==> src/sv/rtte_pkg.sv <==
// Shared types, constants and register map of the RTT and RTO estimator.
`default_nettype none

package rtte_pkg;

    localparam int TIME_BITS_DEFAULT  = 32;
    localparam int GAIN_SHIFT_DEFAULT = 3;

    localparam int APB_ADDR_BITS = 3;
    localparam int APB_DATA_BITS = 32;

    // Register index, taken from the word address bit of paddr.
    localparam logic REG_MIN_TIMEOUT = 1'b0;
    localparam logic REG_MAX_TIMEOUT = 1'b1;

    localparam logic [31:0] MIN_TIMEOUT_RESET = 32'd200000;
    localparam logic [31:0] MAX_TIMEOUT_RESET = 32'd240000000;

    localparam int IN_DATA_BITS  = 96;
    localparam int OUT_FIELD_BITS = 194;
    localparam int OUT_DATA_BITS = 200;

    typedef struct packed {
        logic [31:0] max_timeout;
        logic [31:0] min_timeout;
    } cfg_t;

    typedef struct packed {
        logic [31:0] queue_delay;
        logic [31:0] acked_time;
        logic [31:0] sent_time;
    } item_t;

    typedef struct packed {
        logic [31:0]        lowest_srtt;
        logic signed [32:0] smoothed_corrected_rtt;
        logic signed [32:0] corrected_rtt;
        logic [31:0]        rtt_variance;
        logic [31:0]        smoothed_rtt;
        logic [31:0]        retransmit_timeout;
    } result_t;

endpackage

`default_nettype wire

==> src/sv/rtte_cfg.sv <==
// APB register file holding the timeout clamp bounds.
`default_nettype none

module rtte_cfg
    import rtte_pkg::*;
(
    input  wire logic                     clk,
    input  wire logic                     rst_n,
    input  wire logic                     psel,
    input  wire logic                     penable,
    input  wire logic                     pwrite,
    input  wire logic [APB_ADDR_BITS-1:0] paddr,
    input  wire logic [APB_DATA_BITS-1:0] pwdata,
    output logic      [APB_DATA_BITS-1:0] prdata,
    output cfg_t                          cfg
);

    cfg_t cfg_reg;
    cfg_t cfg_next;
    logic wr_en;
    logic reg_sel;

    assign wr_en   = psel && penable && pwrite;
    assign reg_sel = paddr[APB_ADDR_BITS-1];

    always_comb
    begin
        cfg_next = cfg_reg;
        if (wr_en)
        begin
            unique case (reg_sel)
                REG_MIN_TIMEOUT: cfg_next.min_timeout = pwdata;
                REG_MAX_TIMEOUT: cfg_next.max_timeout = pwdata;
                default:         cfg_next = cfg_reg;
            endcase
        end
    end

    always_comb
    begin
        unique case (reg_sel)
            REG_MIN_TIMEOUT: prdata = cfg_reg.min_timeout;
            REG_MAX_TIMEOUT: prdata = cfg_reg.max_timeout;
            default:         prdata = '0;
        endcase
    end

    always_ff @(posedge clk or negedge rst_n)
    begin
        if (!rst_n)
        begin
            cfg_reg.min_timeout <= MIN_TIMEOUT_RESET;
            cfg_reg.max_timeout <= MAX_TIMEOUT_RESET;
        end
        else
        begin
            cfg_reg <= cfg_next;
        end
    end

    assign cfg = cfg_reg;

endmodule

`default_nettype wire

==> src/sv/rtte_core.sv <==
// Estimator state and the combinational smoothing, RTO and minimum update.
`default_nettype none

module rtte_core
    import rtte_pkg::*;
#(
    parameter int TIME_BITS  = TIME_BITS_DEFAULT,
    parameter int GAIN_SHIFT = GAIN_SHIFT_DEFAULT
)
(
    input  wire logic  clk,
    input  wire logic  rst_n,
    input  wire logic  upd,
    input  wire item_t item,
    input  wire cfg_t  cfg,
    output result_t    res
);

    localparam int DIFF_BITS = (TIME_BITS > 32) ? TIME_BITS : 32;

    logic [31:0] srtt_reg;
    logic [31:0] srtt_next;
    logic [31:0] rttvar_reg;
    logic [31:0] rttvar_next;
    logic [31:0] corr_reg;
    logic [31:0] corr_next;
    logic [31:0] min_reg;
    logic [31:0] min_next;

    logic [DIFF_BITS-1:0] wide_diff;
    logic [DIFF_BITS-1:0] diff_masked;
    logic [31:0]          sample;
    logic signed [32:0]   est;
    logic [31:0]          srtt_base;
    logic signed [32:0]   err;
    logic signed [32:0]   err_sh;
    logic signed [32:0]   srtt_sum;
    logic [31:0]          abs_err;
    logic signed [32:0]   var_err;
    logic signed [32:0]   var_sh;
    logic signed [32:0]   var_sum;
    logic [31:0]          corr_base;
    logic signed [33:0]   corr_err;
    logic signed [33:0]   corr_sh;
    logic signed [33:0]   corr_sum;
    logic signed [32:0]   corr_new;
    logic [34:0]          rto_sum;
    logic [31:0]          rto_sat;
    logic [31:0]          rto;
    logic                 fallback;

    // The round-trip sample wraps at the timestamp width and saturates to 32 bits.
    assign wide_diff   = DIFF_BITS'(item.acked_time) - DIFF_BITS'(item.sent_time);
    assign diff_masked = wide_diff & ((DIFF_BITS'(1) << TIME_BITS) - DIFF_BITS'(1));
    assign sample      = (diff_masked > DIFF_BITS'(32'hFFFF_FFFF)) ? 32'hFFFF_FFFF
                                                                 : diff_masked[31:0];

    assign est = $signed({1'b0, sample}) - $signed({1'b0, item.queue_delay});

    // A zero estimate means no sample yet, so it is seeded from this sample.
    assign srtt_base = (srtt_reg == '0) ? sample : srtt_reg;
    assign corr_base = (corr_reg == '0) ? sample : corr_reg;

    assign err      = $signed({1'b0, sample}) - $signed({1'b0, srtt_base});
    assign err_sh   = err >>> GAIN_SHIFT;
    assign srtt_sum = $signed({1'b0, srtt_base}) + err_sh;
    assign srtt_next = srtt_sum[31:0];

    assign abs_err  = err[32] ? 32'(-err) : err[31:0];
    assign var_err  = $signed({1'b0, abs_err}) - $signed({1'b0, rttvar_reg});
    assign var_sh   = var_err >>> GAIN_SHIFT;
    assign var_sum  = $signed({1'b0, rttvar_reg}) + var_sh;
    assign rttvar_next = var_sum[31:0];

    assign corr_err = $signed({est[32], est}) - $signed({2'b00, corr_base});
    assign corr_sh  = corr_err >>> GAIN_SHIFT;
    assign corr_sum = $signed({2'b00, corr_base}) + corr_sh;
    assign corr_new = corr_sum[32:0];

    assign rto_sum = {3'b000, srtt_next} + {1'b0, rttvar_next, 2'b00};
    assign rto_sat = (rto_sum[34:32] != 3'b000) ? 32'hFFFF_FFFF : rto_sum[31:0];

    always_comb
    begin
        priority if (rto_sat > cfg.max_timeout)
            rto = cfg.max_timeout;
        else if (rto_sat < cfg.min_timeout)
            rto = cfg.min_timeout;
        else
            rto = rto_sat;
    end

    assign min_next = (srtt_next < min_reg) ? srtt_next : min_reg;

    assign fallback = est[32] || (est == '0) || corr_new[32] || (corr_new == '0);

    assign res.retransmit_timeout     = rto;
    assign res.smoothed_rtt           = srtt_next;
    assign res.rtt_variance           = rttvar_next;
    assign res.corrected_rtt          = fallback ? $signed({1'b0, sample}) : est;
    assign res.smoothed_corrected_rtt = fallback ? $signed({1'b0, srtt_next}) : corr_new;
    assign res.lowest_srtt            = min_next;

    // The smoothed corrected value is never negative once stored.
    assign corr_next = res.smoothed_corrected_rtt[31:0];

    always_ff @(posedge clk or negedge rst_n)
    begin
        if (!rst_n)
        begin
            srtt_reg   <= '0;
            rttvar_reg <= '0;
            corr_reg   <= '0;
            min_reg    <= '1;
        end
        else if (upd)
        begin
            srtt_reg   <= srtt_next;
            rttvar_reg <= rttvar_next;
            corr_reg   <= corr_next;
            min_reg    <= min_next;
        end
    end

`ifndef SYNTHESIS
    // With crossed bounds the lower bound wins whenever the upper one does not apply.
    a_rto_clamped: assert property (@(posedge clk) disable iff (!rst_n)
        upd |-> ((res.retransmit_timeout <= cfg.max_timeout)
                 || (res.retransmit_timeout == cfg.min_timeout)))
        else $error("retransmit timeout outside its clamp");

    a_min_not_above_srtt: assert property (@(posedge clk) disable iff (!rst_n)
        upd |-> (res.lowest_srtt <= res.smoothed_rtt))
        else $error("lowest srtt above current srtt");

    a_smoothed_corr_positive: assert property (@(posedge clk) disable iff (!rst_n)
        upd |-> !res.smoothed_corrected_rtt[32])
        else $error("smoothed corrected rtt negative");

    a_min_never_rises: assert property (@(posedge clk) disable iff (!rst_n)
        upd |=> (min_reg <= $past(min_reg)))
        else $error("minimum srtt increased");
`endif

endmodule

`default_nettype wire

==> src/sv/rtt_rto_estimator.sv <==
// Top level of the RTT and RTO estimator: stream handshakes, pipeline and registers.
//
//   port group   dir   word contents
//   s_axis_*     in    one RTT sample: send time, ack time, queueing delay
//   m_axis_*     out   one estimate: RTO, srtt, rttvar, corrected, smoothed, lowest
//   APB          in    min_timeout at 0x0, max_timeout at 0x4
//
// A word is captured in the input register, passes the update logic into the
// output register and leaves from there once m_axis takes it. One word is
// accepted every cycle unless m_axis stalls; the srtt state updates as it advances.
// Reset clears the estimator state and reloads the default timeout bounds.
// A stall on m_axis holds both stages; s_axis_tready drops only when both are full.
`default_nettype none

module rtt_rto_estimator
    import rtte_pkg::*;
#(
    parameter int TIME_BITS  = TIME_BITS_DEFAULT,
    parameter int GAIN_SHIFT = GAIN_SHIFT_DEFAULT
)
(
    input  wire logic                     clk,
    input  wire logic                     rst_n,
    // s_axis_tdata: sent_time [31:0], acked_time [63:32], queue_delay [95:64]
    input  wire logic [IN_DATA_BITS-1:0]  s_axis_tdata,
    input  wire logic                     s_axis_tvalid,
    output logic                          s_axis_tready,
    // m_axis_tdata: retransmit_timeout [31:0], smoothed_rtt [63:32],
    // rtt_variance [95:64], corrected_rtt [128:96],
    // smoothed_corrected_rtt [161:129], lowest_srtt [193:162], zeros above
    output logic      [OUT_DATA_BITS-1:0] m_axis_tdata,
    output logic                          m_axis_tvalid,
    input  wire logic                     m_axis_tready,
    input  wire logic                     psel,
    input  wire logic                     penable,
    input  wire logic                     pwrite,
    input  wire logic [APB_ADDR_BITS-1:0] paddr,
    input  wire logic [APB_DATA_BITS-1:0] pwdata,
    output logic      [APB_DATA_BITS-1:0] prdata,
    output logic                          pready
);

    cfg_t    cfg;
    item_t   item_reg;
    logic    in_valid_reg;
    logic    in_valid_next;
    result_t res;
    result_t out_reg;
    logic    out_valid_reg;
    logic    out_valid_next;
    logic    in_take;
    logic    advance;

    assign pready = 1'b1;

    rtte_cfg u_cfg (
        .clk     (clk),
        .rst_n   (rst_n),
        .psel    (psel),
        .penable (penable),
        .pwrite  (pwrite),
        .paddr   (paddr),
        .pwdata  (pwdata),
        .prdata  (prdata),
        .cfg     (cfg)
    );

    assign advance       = in_valid_reg && (!out_valid_reg || m_axis_tready);
    assign s_axis_tready = !in_valid_reg || advance;
    assign in_take       = s_axis_tvalid && s_axis_tready;

    assign in_valid_next  = in_take || (in_valid_reg && !advance);
    assign out_valid_next = advance || (out_valid_reg && !m_axis_tready);

    always_ff @(posedge clk or negedge rst_n)
    begin
        if (!rst_n)
        begin
            in_valid_reg  <= 1'b0;
            out_valid_reg <= 1'b0;
        end
        else
        begin
            in_valid_reg  <= in_valid_next;
            out_valid_reg <= out_valid_next;
        end
    end

    always_ff @(posedge clk)
    begin
        if (in_take)
        begin
            item_reg <= item_t'(s_axis_tdata);
        end
        if (advance)
        begin
            out_reg <= res;
        end
    end

    rtte_core #(
        .TIME_BITS  (TIME_BITS),
        .GAIN_SHIFT (GAIN_SHIFT)
    ) u_core (
        .clk   (clk),
        .rst_n (rst_n),
        .upd   (advance),
        .item  (item_reg),
        .cfg   (cfg),
        .res   (res)
    );

    assign m_axis_tvalid = out_valid_reg;
    assign m_axis_tdata  = {{(OUT_DATA_BITS-OUT_FIELD_BITS){1'b0}}, out_reg};

`ifndef SYNTHESIS
    a_stall_means_full: assert property (@(posedge clk) disable iff (!rst_n)
        !s_axis_tready |-> (in_valid_reg && out_valid_reg && !m_axis_tready))
        else $error("input stalled with a free pipeline stage");

    a_advance_fills_output: assert property (@(posedge clk) disable iff (!rst_n)
        advance |=> out_valid_reg)
        else $error("advanced word did not reach the output register");

    a_output_drain: assert property (@(posedge clk) disable iff (!rst_n)
        (out_valid_reg && m_axis_tready && !advance) |=> !out_valid_reg)
        else $error("delivered word left valid");
`endif

endmodule

`default_nettype wire

==> config.mk <==
export PLATFORM = sky130hd
export DESIGN_NAME = rtt_rto_estimator
export DESIGN_NICKNAME = d
export VERILOG_FILES = /design/src/sv/rtte_pkg.sv /design/src/sv/rtte_cfg.sv /design/src/sv/rtte_core.sv /design/src/sv/rtt_rto_estimator.sv
export SDC_FILE = /design/constraint.sdc
export NUM_CORES = 1
export LEC_CHECK = 0
export ABC_AREA = 1
export BUFFER_PORTS_ARGS = -buffer_cell sky130_fd_sc_hd__buf_4
export CORE_AREA = 2 2 281 283
export CTS_CLUSTER_SIZE = 25
export DETAILED_ROUTE_END_ITERATION = 8
export DIE_AREA = 0 0 283 285
export HOLD_SLACK_MARGIN = 0.06
export PLACE_DENSITY = 0.66
export SLEW_MARGIN = 10
export SYNTH_ARGS = -nofsm -noshare
export SYNTH_HDL_FRONTEND = slang
export SYNTH_SLANG_ARGS = --single-unit
==> constraint.sdc <==
create_clock -name clk -period 17.8 [get_ports clk]
set_input_delay 1.78 -clock clk [delete_from_list [all_inputs] [get_ports clk]]
set_output_delay 1.78 -clock clk [all_outputs]
set_load 0.05 [all_outputs]
==> results of run 1 <==
[through the flow]
| stage | area [sq um] | cells | hold slack, ns | worst slack, ns |
|---|---|---|---|---|
| after floorplan | 38420 | 5123 | 0.4481 | 5.887 |
| after global placement | 42250 | 6466 | 0.4575 | 3.195 |
| after detailed placement | 42250 | 6466 | 0.4574 | 2.991 |
| after CTS | 44220 | 6571 | 0.4678 | 2.921 |
| after global routing | 44220 | 6571 | 0.4847 | 1.164 |
| final | 44220 | 6572 | 0.4658 | 2.580 |
[layer usage]
metal  up-vias  part of all wire  track usage
met2      1083              0.43       0.4683
met4         2             0.023      0.07141
met3       147             0.070      0.04336
li1      17590                 -            -
met5         -           0.00010            0
met1     16450              0.47       0.4461
[area by class of cell]
| cell class | count | area (sq um) | share of cell area |
|---|---|---|---|
| antenna | 1 | 2.502 | 0.00005659 |
| clock buffer | 63 | 1470 | 0.03324 |
| clock inverter | 42 | 499.2 | 0.01129 |
| inverter | 822 | 3098 | 0.07005 |
| multi-input combinational | 3712 | 21220 | 0.4799 |
| sequential | 484 | 13620 | 0.3080 |
| tap | 1050 | 1314 | 0.02971 |
| timing repair buffer | 398 | 2994 | 0.06770 |
[worst max-delay path, delay by kind of cell (launching register included)]
kind | cells | cell delay, ns
compound gates | 18 | 4.09
xor+xnor | 3 | 0.90
fa+ha+maj | 7 | 2.09
buf+inv | 16 | 2.18
flops | 1 | 0.38
simple gates | 42 | 5.37
[cells in the mapped netlist, types with 21 or more instances]
master,n
a21oi_1,360
a31oi_1,21
and2_1,35
clkbuf_1,63
dfrtp_1,146
dfstp_2,48
edfxtp_1,290
ha_1,351
inv_1,797
inv_2,24
nand2_1,1268
nand2_2,50
nand3_1,312
nand4_1,62
nor2_1,323
nor3_1,43
o21a_1,26
o21ai_0,334
o21ai_1,37
xnor2_1,68
xor2_1,173
[worst paths after layout]
kind | start | end | slack (ns) | depth (start not counted)
max | item_reg[0] | m_axis_tdata[7] | 2.58 | 86
min | u_core.min_reg[31] | u_core.min_reg[31] | 0.47 | 2
max reg2reg | item_reg[0] | m_axis_tdata[7] | 2.58 | 86
min reg2reg | u_core.min_reg[31] | u_core.min_reg[31] | 0.47 | 2
max in group asynchronous | rst_n | u_cfg.cfg[36] | 14.49 | 3
min in group asynchronous | rst_n | u_core.srtt_reg[6] | 1.14 | 1
[kinds of logic (layout without fill, tap and decap cells)]
| logic type | count (synthesis) | in the layout | share of synthesized area |
|---|---|---|---|
| AND/OR/NAND/NOR | 2192 | 2192 | 0.2460 |
| buffers and inverters | 927 | 1325 | 0.09327 |
| AO/OA/AOI/OAI | 907 | 907 | 0.1305 |
| flip-flops | 484 | 484 | 0.3548 |
| adder cells (fa/ha/maj) | 358 | 358 | 0.1180 |
| XOR/XNOR | 246 | 246 | 0.05710 |
| other | 2 | 10 | 0.0001956 |
==> flow_metrics.tcl, run 1 <==
set metrics [dict create \
    vias 35270 \
    grt_pass1_wl_microns 190300 \
    grt_max_degree 111 \
    slowest_stage "xor2_1" \
    die_w_microns 283 \
    fin_util 0.5672 \
    h-tree-depth 2 \
    hp-class "reg2reg" \
    ys.warnings.count 0 \
    cts_resized 0 \
    crit_required_ns 18.30 \
    floorplan.initialDensity 0.4924 \
    cts_buffers 56 \
    drc_errors 0 \
    critical_path.startpoint_type "flip-flop" \
    ys_ff_latch 484 \
    synth.yosys.seq_area_share 0.3548 \
    drt.antenna.violating_nets 0 \
    setup_viol 0 \
    final_common_cell "nand2_1" \
    clk-insertion-delay-late_ns 0.64 \
    ys.flop_type "edfxtp_1" \
    syn_to_final_growth_pct 15.19 \
    hold_viol 0 \
    status "finished clean" \
    synth-edff-count 290 \
    drtPass1Iterations 8 \
    wl_microns 125300 \
    crit_type "reg2reg" \
    die_area_sq_um 80660 \
    crit_top_cell "nand2_1" \
    io_pins 373 \
    end_kind "flip-flop" \
    synth.top_cell.area_share 0.2268 \
    rsz0062_at_grt "no" \
    cts_hold_buf 0 \
    synthTopCellsByArea "edfxtp_1, nand2_1, ha_1" \
    yosysTopAreaCell "edfxtp_1" \
    numPortBuffers 363 \
    max-cap-violations 0 \
    ys_types 68 \
    syn-mean-instance-area_sq_um 7.504 \
    numClockSinks 484 \
    hpwl_microns 101600 \
    layout_common_cells "nand2_1, inv_1, buf_4, a21oi_1, ha_1" \
    fin_crit_sh 0.8551 \
    critPathMaxFanout 32 \
    gp_congestion 0.9602 \
    async_reset_ff_frac 0.4008 \
    max_freq_mhz 65.70 \
    std_cell_rows 103 \
    fin_skew_ns 0.02155 \
    cts_buffer_depth 3 \
    layout-drive-gt1-share 0.1268 \
    wl_per_cell_microns 19.06 \
    cts_tree "done" \
    antenna_found_initial 2 \
    post-route-min-period_ns 15.22 \
    gr-total-overflow 0 \
    cpPeakStageDelay_ns 0.52 \
    cts_setup_buffers 0 \
    critPathArrivalTime_ns 15.72 \
    core_sq_um 77970 \
    routed_via_density 5.366 \
    timing.slew.headroom 0.1541 \
    slew_violations 0 \
    clk_pin_slew_ns 0.06 \
    clockRootBuffer "clkbuf_16" \
    nets 5970 \
    synth_area_sq_um 38390 \
    die_y_microns 285 \
    synthCells 5116 \
    first_global_vias 32580 \
    tightestPinTransition_ns 1.253 \
    drt_iter0_markers 3178 \
    grt_util_all_layers 0.3026 \
    fill_cells 7557 \
    tns_ns 0 \
    largest_reg_flops 194 \
]
Power of run 1 is not shown: default switching activity piles up to over one toggle a cycle in this logic, so the estimate is an artifact.
==> inputs of run 2 (changes only) <==
--- a/config.mk
+++ b/config.mk
@@ -6,13 +6,14 @@
 export NUM_CORES = 1
 export LEC_CHECK = 0
 export ABC_AREA = 1
-export BUFFER_PORTS_ARGS = -buffer_cell sky130_fd_sc_hd__buf_4
+export BUFFER_PORTS_ARGS = -buffer_cell sky130_fd_sc_hd__buf_2
 export CORE_AREA = 2 2 281 283
 export CTS_CLUSTER_SIZE = 25
 export DETAILED_ROUTE_END_ITERATION = 8
 export DIE_AREA = 0 0 283 285
 export HOLD_SLACK_MARGIN = 0.06
 export PLACE_DENSITY = 0.66
+export RECOVER_POWER = 25
 export SLEW_MARGIN = 10
 export SYNTH_ARGS = -nofsm -noshare
 export SYNTH_HDL_FRONTEND = slang
==> flow_metrics.tcl, run 2 (synthesis gave the netlist of run 1 again) <==
set metrics [dict create \
    routed_via_density 5.360 \
    cts_resized 0 \
    hp-start "u_core.min_reg[29]" \
    rsz0062_at_grt "no" \
    gr-total-overflow 0 \
    numClockSinks 484 \
    h-tree-depth 2 \
    floorplan.initialDensity 0.4924 \
    post-route-min-period_ns 15.76 \
    drc_errors 0 \
    hp-class "reg2reg" \
    fin_util 0.5554 \
    critical_path.startpoint_type "flip-flop" \
    die_area_sq_um 80660 \
    tightestPinTransition_ns 4.194 \
    layout-drive-gt1-share 0.1255 \
    syn_to_final_growth_pct 12.79 \
    grt_util_all_layers 0.2967 \
    crit_type "reg2reg" \
    cts_tree "done" \
    clk_pin_slew_ns 0.06 \
    slowest_stage "nor4b_1" \
    hold_viol 0 \
    slew_violations 199 \
    numPortBuffers 363 \
    drt_iter0_markers 3156 \
    critPathMaxFanout 32 \
    first_global_vias 32630 \
    std_cell_rows 103 \
    ff2ff_setup_slack_ns 2.04 \
    violations "max-capacitance violations, max-slew violations" \
    vias 35200 \
    die_y_microns 285 \
    timing.slew.headroom -1.796 \
    cpPeakStageDelay_ns 0.68 \
    max-cap-violations 3 \
    fin_crit_sh 0.8856 \
    crit_top_cell "nand2_1" \
    tns_ns 0 \
    core_sq_um 77970 \
    end_kind "flip-flop" \
    nets 5966 \
    grt_max_degree 191 \
    layout_common_cells "nand2_1, inv_1, buf_2, a21oi_1, ha_1" \
    crit_required_ns 18.16 \
    io_pins 373 \
    cts_buffers 56 \
    clockRootBuffer "clkbuf_16" \
    cts_buffer_depth 3 \
    max_freq_mhz 63.43 \
    cts_hold_buf 0 \
    grt_pass1_wl_microns 188500 \
    cts_setup_buffers 0 \
    diodes 0 \
    wl_per_cell_microns 18.60 \
    fill_cells 7599 \
    fin_skew_ns 0.01611 \
    status "finished, violations left" \
    largest_reg_flops 194 \
    gp_congestion 0.9572 \
    wl_microns 122100 \
    clk-insertion-delay-late_ns 0.62 \
    rr_startpoint "item_reg[32]" \
    hpwl_microns 98520 \
    drtPass1Iterations 6 \
    drt.antenna.violating_nets 0 \
    antenna_found_initial 4 \
    die_w_microns 283 \
    setup_viol 0 \
    critPathArrivalTime_ns 16.13 \
    final_common_cell "nand2_1" \
    critPathLaunch "item_reg[32]" \
]
## run 2: area by class of cell
| class | count | area [sq um] | area share |
|---|---|---|---|
| Clock buffer | 66 | 1490 | 0.03442 |
| Clock inverter | 38 | 501.7 | 0.01159 |
| Inverter | 822 | 3097 | 0.07152 |
| Multi-Input combinational cell | 3712 | 21220 | 0.4901 |
| Sequential cell | 484 | 13620 | 0.3146 |
| Tap cell | 1050 | 1314 | 0.03034 |
| Timing Repair Buffer | 394 | 2052 | 0.04739 |
## run 2: through the flow
step                std cells  instance area (sq um)  setup WS [ns]  hold WS [ns]
floorplan                5123                  38420          5.887        0.4481
global placement         6462                  41330          2.822        0.4573
detailed placement       6462                  41330          2.556        0.4570
CTS                      6566                  43320          2.473        0.4689
global route             6566                  43300         0.8920        0.4750
finish                   6566                  43300          2.036        0.4660
## run 2: worst paths after layout
path,cells after the start,to
worst max-delay path,83,m_axis_tdata[6]
worst min-delay path,2,u_core.min_reg[29]
worst max register to register,83,m_axis_tdata[6]
worst min register to register,2,u_core.min_reg[29]
max in group asynchronous,2,u_cfg.cfg[41]
min in group asynchronous,1,u_core.srtt_reg[0]
## run 2: layer usage
metal | track usage | wire [microns] | up-vias
li1 | - | - | 17580
met1 | 0.4451 | 58690 | 16390
met2 | 0.4618 | 53290 | 1085
met3 | 0.03088 | 7725 | 140
met4 | 0.06370 | 2364 | 6
met5 | 0 | 41 | -
## run 2: critical path, delay by kind of cell, from the launching register on
family | cells | cell delay [ns]
AND/OR/NAND/NOR | 44 | 7.07
buffers and inverters | 15 | 1.64
flip-flops | 1 | 0.37
AO/OA/AOI/OAI | 13 | 3.11
XOR/XNOR | 4 | 0.97
adder cells (fa/ha/maj) | 7 | 2.26
Power of run 2 is left out for the same reason.
